$ cat src/rtl/wlsg_pkg.sv
// shared types, widths and helpers for the weighted least-squares gradient block
`timescale 1ns / 1ps
package wlsg_pkg;

  // field widths
  localparam int ACC_W  = 64;   // accumulator width
  localparam int OFS_W  = 32;   // offset, Q8.24
  localparam int VAL_W  = 32;   // value difference, Q16.16
  localparam int GRD_W  = 40;   // gradient, Q16.24

  // per-entry datapath
  localparam int A_W    = 21;   // normalized offset magnitude
  localparam int LEN_W  = 44;   // squared length of the normalized offset
  localparam int QW     = 23;   // quotient bits of one entry division
  localparam int RP_W   = QW + VAL_W;
  localparam int FRAC_M = 20;

  // solve datapath
  localparam int TR_W   = 19;   // scaled matrix magnitude / trace bound
  localparam int M_W    = TR_W + 1;
  localparam int RL_W   = 22;   // scaled rhs magnitude bound
  localparam int RS_W   = RL_W + 1;
  localparam int MP_W   = 39;
  localparam int COF_W  = 40;
  localparam int TSQ_W  = 2 * TR_W;
  localparam int CUBE_W = 3 * TR_W;
  localparam int DTP_W  = 59;
  localparam int DT_W   = 61;
  localparam int DM_W   = 60;
  localparam int NP_W   = 62;
  localparam int NUM_W  = 64;
  localparam int NM_W   = 63;
  localparam int TH_W   = 18;   // |det| at or above 2^18 always passes the test
  localparam int CNT_W  = 7;
  localparam int DIV_BASE = NM_W + FRAC_M;

  localparam logic [39:0] THRESH_DIV = 40'd1000000000000;

  // matrix term index pairs: xx, xy, xz, yy, yz, zz
  localparam int PAIR_I [6] = '{0, 0, 0, 1, 1, 2};
  localparam int PAIR_J [6] = '{0, 1, 2, 1, 2, 2};

  // cofactor order: cx, cy, cz, c22, c23, c33; numerator j uses cof[NUM_COF[j]] * rhs[j % 3]
  localparam int NUM_COF [9] = '{0, 1, 2, 1, 3, 4, 2, 4, 5};

  typedef struct packed {
    logic signed [OFS_W-1:0] offset_x;
    logic signed [OFS_W-1:0] offset_y;
    logic signed [OFS_W-1:0] offset_z;
    logic signed [VAL_W-1:0] value_difference;
    logic                    is_boundary;
    logic                    last_entry;
  } item_t;

  typedef struct packed {
    logic signed [GRD_W-1:0] grad_x;
    logic signed [GRD_W-1:0] grad_y;
    logic signed [GRD_W-1:0] grad_z;
    logic                    gradient_valid;
  } result_t;

  // classified entry travelling from front to back
  typedef struct packed {
    logic [2:0][A_W-1:0] amag;
    logic [2:0]          aneg;
    logic [VAL_W-1:0]    vmag;
    logic                vneg;
    logic signed [5:0]   vshift;
    logic                skip;
    logic                last;
  } entry_t;

  // finished sums handed to the solver
  typedef struct packed {
    logic                  go;
    logic [5:0][ACC_W-1:0] nsum;
    logic [2:0][ACC_W-1:0] rsum;
  } handoff_t;

  // saturating add of a signed magnitude into a signed accumulator
  function automatic logic [ACC_W-1:0] sat_add(input logic [ACC_W-1:0] acc,
                                               input logic [ACC_W-1:0] mag,
                                               input logic neg);
    logic [ACC_W-1:0] b;
    logic [ACC_W:0]   s;
    b = mag[ACC_W-1] ? {1'b0, {(ACC_W-1){1'b1}}} : mag;
    s = neg ? ({acc[ACC_W-1], acc} - {1'b0, b}) : ({acc[ACC_W-1], acc} + {1'b0, b});
    if (s[ACC_W] != s[ACC_W-1]) begin
      sat_add = neg ? {1'b1, {(ACC_W-1){1'b0}}} : {1'b0, {(ACC_W-1){1'b1}}};
    end else begin
      sat_add = s[ACC_W-1:0];
    end
  endfunction

endpackage

$ cat src/rtl/wlsg_queue.sv
// two-entry queue between the front end and the accumulator
`timescale 1ns / 1ps
module wlsg_queue (
  input  logic             clk,
  input  logic             rst,
  input  logic             push,
  input  wlsg_pkg::entry_t wdata,
  output logic             full,
  input  logic             pop,
  output logic             valid,
  output wlsg_pkg::entry_t head
);
  import wlsg_pkg::*;

  entry_t     slot [2];
  logic       wp;
  logic       rp;
  logic [1:0] cnt;

  assign full  = (cnt == 2'd2);
  assign valid = (cnt != 2'd0);
  assign head  = slot[rp];

  // pointers and fill count
  always_ff @(posedge clk) begin
    if (rst) begin
      wp  <= 1'b0;
      rp  <= 1'b0;
      cnt <= 2'd0;
    end else begin
      if (push) wp <= ~wp;
      if (pop) rp <= ~rp;
      cnt <= cnt + {1'b0, push} - {1'b0, pop};
    end
  end

  // storage
  always_ff @(posedge clk) begin
    if (push) slot[wp] <= wdata;
  end

endmodule

$ cat config.mk
export PLATFORM = sky130hd
export DESIGN_NAME = wlsg_queue
export DESIGN_NICKNAME = d
export VERILOG_FILES = /design/src/rtl/wlsg_pkg.sv /design/src/rtl/wlsg_queue.sv
export SDC_FILE = /design/constraint.sdc
export NUM_CORES = 1
export LEC_CHECK = 0
export BUFFER_PORTS_ARGS = -buffer_cell sky130_fd_sc_hd__buf_2
export CAP_MARGIN = 20
export CORE_MARGIN = 2
export CORE_UTILIZATION = 50
export DETAILED_ROUTE_END_ITERATION = 12
export GPL_TIMING_DRIVEN = 0
export PLACE_DENSITY = 0.77
export SLEW_MARGIN = 5
export SYNTH_ARGS = -nofsm -noshare
export SYNTH_HDL_FRONTEND = slang
export SYNTH_SLANG_ARGS = --single-unit
$ cat constraint.sdc
create_clock -name clk -period 7 [get_ports clk]
set_input_delay 0.35 -clock clk [delete_from_list [all_inputs] [get_ports clk]]
set_output_delay 0.35 -clock clk [all_outputs]
set_load 0.05 [all_outputs]
==> metrics.md, run 1 <==
| Metric | Value |
|---|---|
| Status | complete, no violations |
| Syn_area_per_cell | 22.75 sq um |
| Nets | 715 |
| Slew Limit Fails | 0 |
| Largest net degree at the start of global routing | 55 |
| Clock Skew | 0.008422 ns |
| Worst Path Arrival | 1.89 ns |
| CTS Buf Count | 22 |
| Initial antenna violation count | 0 |
| Horiz. Die Dim | about 130 um |
| Slew margin rel. | 0.4842 |
| Core Area | 15830 sq um |
| Final core utilization | 0.6526 |
| Num Clock Sinks | 219 |
| Critical path class | reg -> out |
| Maximum VDD drop | around 0.00028 V |
| Hold Path Cell Cnt | 1 |
| Initial detailed-routing violation count | between 150 and 200 |
| Inserted Diodes | 0 |
| CTS tree | yes |
| Cells on worst reg2reg path | 2 |
| Vias per cell | 4.933 |
| Synth warn | 0 |
| Post-route ant nets | 0 |
| DIE HEIGHT | 130.9 um |
| Full die area | about 17000 sq um |
| Synth Register Bits | 219 |
| Via count of the first global-routing pass | 4298 |
| Post_cts resized | 0 |
| RSZ-0062 raised after global routing | no |
| Commonest non-fill, non-tap cells in the layout | buf_2, edfxtp_1, mux2_2, mux2_4, clkbuf_16 |
| Clk buf depth | 3 |
| GP Congestion | 0.6709 |
| Syn nets | roughly 470 |
| Initial Utilization | 0.5089 |
| DR vias | 4109 |
| Leak Pwr | about 0.004 uW |
| Post-CTS Setup Bufs | 0 |
| Final worst path period share | 0.3204 |
| Cells after Synth | between 300 and 400 |
| Area growth, synth to finish | 28.26% |
| Min Tclk post-route | ~2.2 ns |
| WL/cell | 17.45 um |
| First-pass GRT wire length | approximately 21000 um |
| PnR worst setup slack | 4.757 ns |
| Most common cell after layout, fill and taps aside | buf_2 |
| Crit start category | flop |
| Setup violations, final | 0 |
| Max-Cap Viols | 0 |
| Drc violations | 0 |
| Crit path capture type | output port |
| Grt total ovfl | 0 |
| Min Hold Slack | 0.04286 ns |
| Min-delay worst type | in -> reg |
| DP HPWL | 9904 um |
| Fin. Hold Viols | 0 |
| Critical Path RT | 6.65 ns |
| PortBufs | around 220 |
| Synth unique cells | 14 |
| Router iterations before antenna repair | 4 |
| Cts hold-fix bufs | 0 |
| Worst skew pair latency | approximately 0.5 ns |
| Clk root buf | clkbuf_16 |
| Post-synthesis sequential area ratio | 0.8103 |
| Post-place setup slack | approximately 5.1 ns |
| Critical path peak fanout | 10 |
| IO Pins | 220 |
| Achievable Freq | 445.8 MHz |
| Worst slew pin tran | 0.7738 ns |
| Post-synthesis cell area | 8054 sq um |
| Tot GR Track Use | 0.1621 |
| Pwr dens | 325.0 nW/um^2 |
| Share of post-route cells with drive strength above 1 | 0.6094 |
| Clock H-tree levels | 1 |
| Total routed wirelength | about 15000 um |
| CTS clk-pin slew, worst paths | around 0.060 ns |
| Std-Cell Rows | 46 |
## stage by stage
stage               power, uW  TNS [ns]  area [sq um]  instances
floorplan                2007         0          8054        354
global placement         2140   -103.51          9420        789
detailed placement       2154         0          9560        794
CTS                      3394         0         10330        833
global route             3469         0         10330        833
finish                   3358         0         10330        833
## final timing paths
path / from / endpoint / slack (ns)
setup / recovery: flop / head[6] / 4.76
hold reg to reg: rp / flop / 0.55
hold / removal: wdata[97] / slot[0][97] / 0.04
setup reg to reg: wp / slot[1][78] / 5.14
## cell type report
class                           count  area, sq um
Multi-Input combinational cell    121         1439
Clock buffer                       29        598.1
Sequential cell                   219         6526
Clock inverter                     10        171.4
Inverter                            2        7.507
Fill cell                        1069         5498
Tap cell                          216        270.3
Buffer                             12        91.34
Timing Repair Buffer              224         1226
## state kept, by name (all words and copies together) (netlist names), named ones only
signal,count
slot,214
rp,1
wp,1
cnt,2
## critical path, stage by stage (launching register included)
cell and delay (ns):
dfxtp_1 0.32, buf_6 0.14, buf_2 0.32, mux2_2 0.39, buf_2 0.22
## synth_stat cells
| cell | count | share of area |
|---|---|---|
| xnor2_1 | 2 | 0.0022 |
| nor2b_1 | 3 | 0.0023 |
| ha_1 | 2 | 0.0031 |
| inv_1 | 2 | 0.00093 |
| edfxtp_1 | 214 | 0.80 |
| nor2_1 | 4 | 0.0019 |
| dfxtp_1 | 5 | 0.012 |
| xnor3_1 | 1 | 0.0028 |
| or2_2 | 1 | 0.00078 |
| mux2_2 | 77 | 0.11 |
| buf_2 | 7 | 0.0043 |
| mux2_4 | 30 | 0.056 |
| buf_6 | 5 | 0.0070 |
| and2_1 | 1 | 0.00078 |
## kinds of logic after synthesis
group         after synthesis  synth area share
xor+xnor                    3          0.004971
simple gates                9          0.005749
mux                       107            0.1636
flops                     219            0.8103
buf+inv                    14           0.01227
fa+ha+maj                   2          0.003107
## per-layer routing
| layer | up-vias | GRT usage | wire length (um) |
|---|---|---|---|
| met1 | 1992 | 0.1914 | 5530 |
| li1 | 1904 | - | - |
| met2 | 183 | 0.2779 | 7250 |
| met3 | 30 | 0.05741 | 1433 |
| met5 | - | 0 | 0 |
| met4 | 0 | 0.05569 | 322 |
## power breakdown
part	switching [uW]	total [uW]	internal [uW]
clock network	453	1240	783
logic	393	571	178
registers	19.9	1550	1530
total	866	3360	2490
Power figures use the tool's default switching activity.
==> run 2: changes to the inputs <==
Clock period 7 ns to 2.25 ns, I/O delays scaled along.
==> run 2 against run 1 <==
  * Sequential power grew to 3.1 times the previous value
  * Die area is the same
  * Sequential share of layout area shrank 5.7 points
  * Final cell count grew 14%
  * Worst hold slack gained 0.28 ns
  * Clock power grew to 2.8 times the previous value
  * Wire length grew 15%
  * Via count grew 11%
  * Clock skew grew 0.0071 ns
  * Highest routed layer unchanged
  * Count of clock-buffer cells in the layout grew 2
  * Setup slack lost 4.5 ns
==> metrics.md, run 2 (synthesis results as in run 1) <==
| Metric | Value |
|---|---|
| First-pass GRT wire length | 24430 um (was 21400 um) |
| Total routed wirelength | 16720 um (was 14540 um) |
| DP HPWL | 9808 um (was 9904 um) |
| Via count of the first global-routing pass | 4811 (was 4298) |
| Clock H-tree levels | 1 (unchanged) |
| Clk root buf | clkbuf_16 (unchanged) |
| Clk buf depth | 3 (unchanged) |
| Setup violations, final | 0 (unchanged) |
| Tot GR Track Use | 0.1891 (was 0.1621) |
| Commonest non-fill, non-tap cells in the layout | buf_2, edfxtp_1, dlygate4sd3_1, mux2_2, mux2_4 (was buf_2, edfxtp_1, mux2_2, mux2_4, clkbuf_16) |
| CTS clk-pin slew, worst paths | 0.06 ns (about the same) |
| Std-Cell Rows | 46 (unchanged) |
| Share of post-route cells with drive strength above 1 | 0.5144 (was 0.6094) |
| Core Area | 15830 sq um (unchanged) |
| Worst skew pair latency | 0.51 ns (was 0.49 ns) |
| WL/cell | 17.65 um (was 17.45 um) |
| Biggest regs | slot: 214 flops, cnt: 2 flops (unchanged) |
| Final worst path period share | 0.8883 |
| Maximum VDD drop | 0.0007492 V (was 0.0002766 V) |
| CP peak stage delay | 0.32 ns (was 0.39 ns) |
| Vias per cell | 4.811 (was 4.933) |
| Most common cell after layout, fill and taps aside | buf_2 (unchanged) |
| # fillers | 936 (was 1069) |
| IO Pins | 220 (unchanged) |
| Num Clock Sinks | 219 (unchanged) |
| CP cell instances | buf_6 > buf_6 > buf_6 > mux2_4 > buf_2 (was buf_6 > buf_2 > mux2_2 > buf_2) |
| R2r startpoint | wp (unchanged) |
| Initial Utilization | 0.5089 (unchanged) |
| CTS tree | yes (unchanged) |
| Worst Path Arrival | 1.89 ns (about the same) |
| Slew margin rel. | 0.5131 (was 0.4842) |
| CP max-delay cell | dfxtp_1 (was mux2_2) |
| Leak Pwr | 0.004412 uW (was 0.003989 uW) |
| R2r setup slk | 0.40 ns (was 5.14 ns) |
| Min Tclk post-route | 1.999 ns |
| RR Endpoint | slot[0][85] (was slot[1][78]) |
| PortBufs | 219 (unchanged) |
| Clock Skew | 0.01557 ns (was 0.008422 ns) |
| Critical path peak fanout | 10 (unchanged) |
| Nets | 827 (was 715) |
| Largest Register | slot (unchanged) |
| Slew Limit Fails | 0 (unchanged) |
| Total power | 10220 uW (was 3358 uW) |
| Largest net degree at the start of global routing | 59 (was 55) |
| Critical path class | reg -> out (unchanged) |
| Fin. Hold Viols | 0 (unchanged) |
| Critical Path RT | 2.14 ns (was 6.65 ns) |
| Worst slew pin tran | 0.7303 ns (was 0.7738 ns) |
| Achievable Freq | 500.3 MHz |
| Grt total ovfl | 0 (unchanged) |
| Min-delay worst type | in -> reg (unchanged) |
| Full die area | 17140 sq um (unchanged) |
| Crit path to | head[84] (was head[6]) |
| Crit path capture type | output port (unchanged) |
| Horiz. Die Dim | 130.9 um (unchanged) |
| Post-route ant nets | 0 (unchanged) |
| RSZ-0062 raised after global routing | no (unchanged) |
| Initial antenna violation count | 2 (was 0) |
| Fin Setup TNS | 0 ns (unchanged) |
| Crit start category | flop (unchanged) |
| Area growth, synth to finish | 41.00% (was 28.26%) |
| Critical path's most frequent cell | buf_6 (was buf_2) |
| GP Congestion | 0.6882 (was 0.6709) |
| Post-CTS Setup Bufs | 0 (unchanged) |
| Cells on worst reg2reg path | 4 (was 2) |
| DIE HEIGHT | 130.9 um (unchanged) |
| Router iterations before antenna repair | 4 (unchanged) |
| Status | complete, no violations (unchanged) |
| Max-Cap Viols | 0 (unchanged) |
| Drc violations | 0 (unchanged) |
| Pwr dens | 900.1 nW/um^2 (was 325.0 nW/um^2) |
| Max FFs per register | 214 (unchanged) |
| Initial detailed-routing violation count | 243 (was 182) |
| DR vias | 4556 (was 4109) |
| CTS Buf Count | 23 (was 22) |
[run 2: cell count changes in the layout (fill, tap and decap cells not counted)]
cell / delta
dlygate4sd3_1: +111
bufinv_16: -4
clkbuf_1: +2
diode_2: +2
buf_12: +1
buf_16: -1
clkinv_1: +1
clkinv_2: +1
dfxtp_1: -1
dfxtp_2: +1
inv_16: +1
[run 2: area by class of cell]
type,count,area [sq um],area share
inverter,2,7.507,0.0006611
sequential,219,6528,0.5748
tap,216,270.3,0.02380
timing repair buffer,335,2330,0.2052
clock buffer,31,605.6,0.05333
buffer,12,91.34,0.008043
clock inverter,9,80.08,0.007052
multi-input combinational,121,1439,0.1267
antenna,2,5.005,0.0004407
[run 2: worst max-delay path: cells and delay by family (launching register included)]
family	cells	cell delay, ns
mux	1	0.32
buf+inv	4	0.72
flops	1	0.32
[run 2: through the flow]
| step | area (sq um) | hold WS [ns] | cells | util | setup WS, ns |
|---|---|---|---|---|---|
| final | 11360 | 0.3242 | 947 | 0.7175 | 0.2513 |
| after global routing | 11360 | 0.3130 | 947 | 0.7175 | 0.1657 |
| after CTS | 11350 | 0.2995 | 945 | 0.7172 | 0.2069 |
| after detailed placement | 9554 | 0.3032 | 794 | 0.6036 | 0.4270 |
| after global placement | 9430 | 0.2991 | 789 | 0.5958 | -0.8001 |
| after floorplan | 8064 | 0.1775 | 354 | - | -0.08550 |
[run 2: worst min path at each step]
stage               from     endpoint  slack, ns  cells after the start
4_1_cts        wdata[38]  slot[1][38]       0.30                      2
5_1_grt        wdata[52]  slot[0][52]       0.31                      2
3_3_place_gp   wdata[43]  slot[1][43]       0.30                      1
6_report       wdata[36]  slot[1][36]       0.32                      2
2_1_floorplan        rst           wp       0.18                      1
3_5_place_dp   wdata[42]  slot[0][42]       0.30                      1
[run 2: metal layers]
layer  GRT usage  part of all wire
met5           0                 0
met1      0.2004              0.36
met2      0.3631              0.54
met3     0.05700             0.070
met4     0.05194             0.025
[run 2: timing repair]
| item | 4_1_cts | 5_1_grt |
|---|---|---|
| gates resized for setup | 0 | 0 |
| hold endpoints to repair | 219 | 0 |
| setup endpoints to repair | 0 | 0 |
| hold buffers | 111 | 0 |
[run 2: power by group]
| group | leakage [uW] | total [uW] | internal, uW | switching, uW |
|---|---|---|---|---|
| Sequential | 0.00205 | 4830 | 4760 | 68.6 |
| Clock | 0.000335 | 3450 | 2010 | 1440 |
| Combinational | 0.00203 | 1940 | 677 | 1260 |
==> run 3: changes to the inputs <==
Settings changed: CORE_UTILIZATION 50 to 52, PLACE_DENSITY 0.77 to 0.79, RECOVER_POWER set to 100.
==> run 3 against run 2 <==
  * Utilization increased by 1.7 points
  * Combinational power about the same
  * Register-to-register slack got worse by 0.17 ns
  * Total power decreased by 0.70%
  * Highest routed layer unchanged
  * Fmax decreased by 2.1%
  * Sequential share of layout area increased by 1.2 points
==> metrics.md, run 3 (synthesis results as in run 1) <==
| Metric | Value |
|---|---|
| Critical path peak fanout | 10 (unchanged) |
| Critical Path RT | 2.14 ns (about the same) |
| Vias per cell | 5.045 (was 4.811) |
| Std-Cell Rows | 45 (was 46) |
| Drc violations | 0 (unchanged) |
| DP HPWL | 9754 um (was 9808 um) |
| DR vias | 4611 (was 4556) |
| GP Congestion | 0.7001 (was 0.6882) |
| Tot GR Track Use | 0.2023 (was 0.1891) |
| Clock H-tree levels | 1 (unchanged) |
| IO Pins | 220 (unchanged) |
| Switching Share | 0.2742 (was 0.2713) |
| Logic pwr share | 0.188 (was 0.190) |
| Post-route ant nets | 0 (unchanged) |
| Post-CTS Setup Bufs | 0 (unchanged) |
| Seq pwr share | 0.476 (was 0.473) |
| Critical path class | reg -> out (unchanged) |
| CTS clk-pin slew, worst paths | 0.06 ns (about the same) |
| Achievable Freq | 489.9 MHz (was 500.3 MHz) |
| Horiz. Die Dim | 128.5 um (was 130.9 um) |
| Core Area | 15150 sq um (was 15830 sq um) |
| Largest Register | slot (unchanged) |
| Max FFs per register | 214 (unchanged) |
| Crit path capture type | output port (unchanged) |
| Initial detailed-routing violation count | 224 (was 243) |
| Clk root buf | clkbuf_16 (unchanged) |
| Worst Path Arrival | 1.93 ns (was 1.89 ns) |
| Grt total ovfl | 0 (unchanged) |
| Most common cell after layout, fill and taps aside | edfxtp_1 (was buf_2) |
| WL/cell | 18.58 um (was 17.65 um) |
| Largest net degree at the start of global routing | 62 (was 59) |
| Via count of the first global-routing pass | 4970 (was 4811) |
| Clock Skew | 0.006755 ns (was 0.01557 ns) |
| Post-place setup slack | 0.4203 ns (was 0.4270 ns) |
| Internal power | 7367 uW (was 7448 uW) |
| Slew Limit Fails | 0 (unchanged) |
| Final core utilization | 0.7347 (was 0.7175) |
| Share of post-route cells with drive strength above 1 | 0.3972 (was 0.5144) |
| Clk buf depth | 3 (unchanged) |
| Slew margin rel. | 0.4265 (was 0.5131) |
| First-pass GRT wire length | 25820 um (was 24430 um) |
| PortBufs | 219 (unchanged) |
| Status | complete, no violations (unchanged) |
| Initial Utilization | 0.5318 (was 0.5089) |
| Total routed wirelength | 16980 um (was 16720 um) |
| Initial antenna violation count | 0 (was 2) |
| PnR worst setup slack | 0.2086 ns (was 0.2513 ns) |
| Pwr dens | 912.1 nW/um^2 (was 900.1 nW/um^2) |
| Num Clock Sinks | 219 (unchanged) |
| CTS Buf Count | 22 (was 23) |
| Crit start category | flop (unchanged) |
| Router iterations before antenna repair | 4 (unchanged) |
| Final worst path period share | 0.9073 (was 0.8883) |
| RSZ-0062 raised after global routing | no (unchanged) |
| Min Hold Slack | 0.08100 ns (was 0.3242 ns) |
| DIE HEIGHT | 128.5 um (was 130.9 um) |
| P_sw | 2783 uW (was 2774 uW) |
| Biggest regs | slot: 214 flops, cnt: 2 flops (unchanged) |
| Maximum VDD drop | 0.0008380 V (was 0.0007492 V) |
| Post_cts resized | 0 (unchanged) |
| Commonest non-fill, non-tap cells in the layout | edfxtp_1, dlygate4sd3_1, clkbuf_2, clkbuf_1, mux2_2 (was buf_2, edfxtp_1, dlygate4sd3_1, mux2_2, mux2_4) |
| CTS tree | yes (unchanged) |
| Setup violations, final | 0 (unchanged) |
| Clk pwr share | 0.336 (was 0.337) |
| Area growth, synth to finish | 38.17% (was 41.00%) |
| Worst slew pin tran | 0.8602 ns (was 0.7303 ns) |
| Max-Cap Viols | 0 (unchanged) |
| Min-delay worst type | in -> reg (unchanged) |
| Cts hold-fix bufs | 110 (was 111) |
| Full die area | 16500 sq um (was 17140 sq um) |
| Worst skew pair latency | 0.49 ns (was 0.51 ns) |
| Fin. Hold Viols | 0 (unchanged) |
| Min Tclk post-route | 2.041 ns (was 1.999 ns) |
| Leak Pwr | 0.004150 uW (was 0.004412 uW) |
| Nets | 824 (was 827) |
==> run 3: final timing paths <==
path,slack (ns),cells past startpoint,end,startpoint
max reg2reg,0.23,2,slot[1][66],wp
min,0.08,3,cnt[0],push
max,0.21,4,head[12],flop
min reg2reg,0.53,2,flop,rp
==> run 3: critical path, stage by stage (launching register included) <==
cell	delay, ns
dfxtp_1	0.33
buf_6	0.15
clkbuf_2	0.32
mux2_2	0.39
clkbuf_2	0.25
==> run 3: final cells by class <==
class                   count  area [sq um]
well taps                 188         235.2
inverters                   2         7.507
clock buffers              34         646.9
plain buffers              12         91.34
multi-input cells         121          1439
diodes                      1         2.502
repair buffers            333          2155
clock inverters             4         25.02
flip-flops and latches    219          6526
fillers                   924          4018
==> run 3: metal layers <==
metal / up-vias / part of all wire / global-route usage
li1: 2119 / - / -
met1: 2265 / 0.38 / 0.2370
met2: 196 / 0.53 / 0.3680
met3: 31 / 0.071 / 0.04990
met4: 0 / 0.020 / 0.06399
met5: - / 0 / 0
==> run 3: per-stage QoR <==
step                total power [uW]  std cells  instance area (sq um)  TNS [ns]
finish                         10150        914                  11130         0
global route                   10490        913                  11130         0
CTS                            10200        913                  11260         0
detailed placement              6688        765                   9492         0
global placement                6627        761                   9395   -139.41
floorplan                       6223        354                   8064    -9.148
==> run 3: power by group through the flow <==
stage	clock network, uW	logic (uW)	registers (uW)
after CTS	3430	1940	4830
after global placement	0	1720	4910
after global routing	3630	2000	4850
after detailed placement	0	1780	4910
final	3410	1910	4830
after floorplan	0	1320	4900
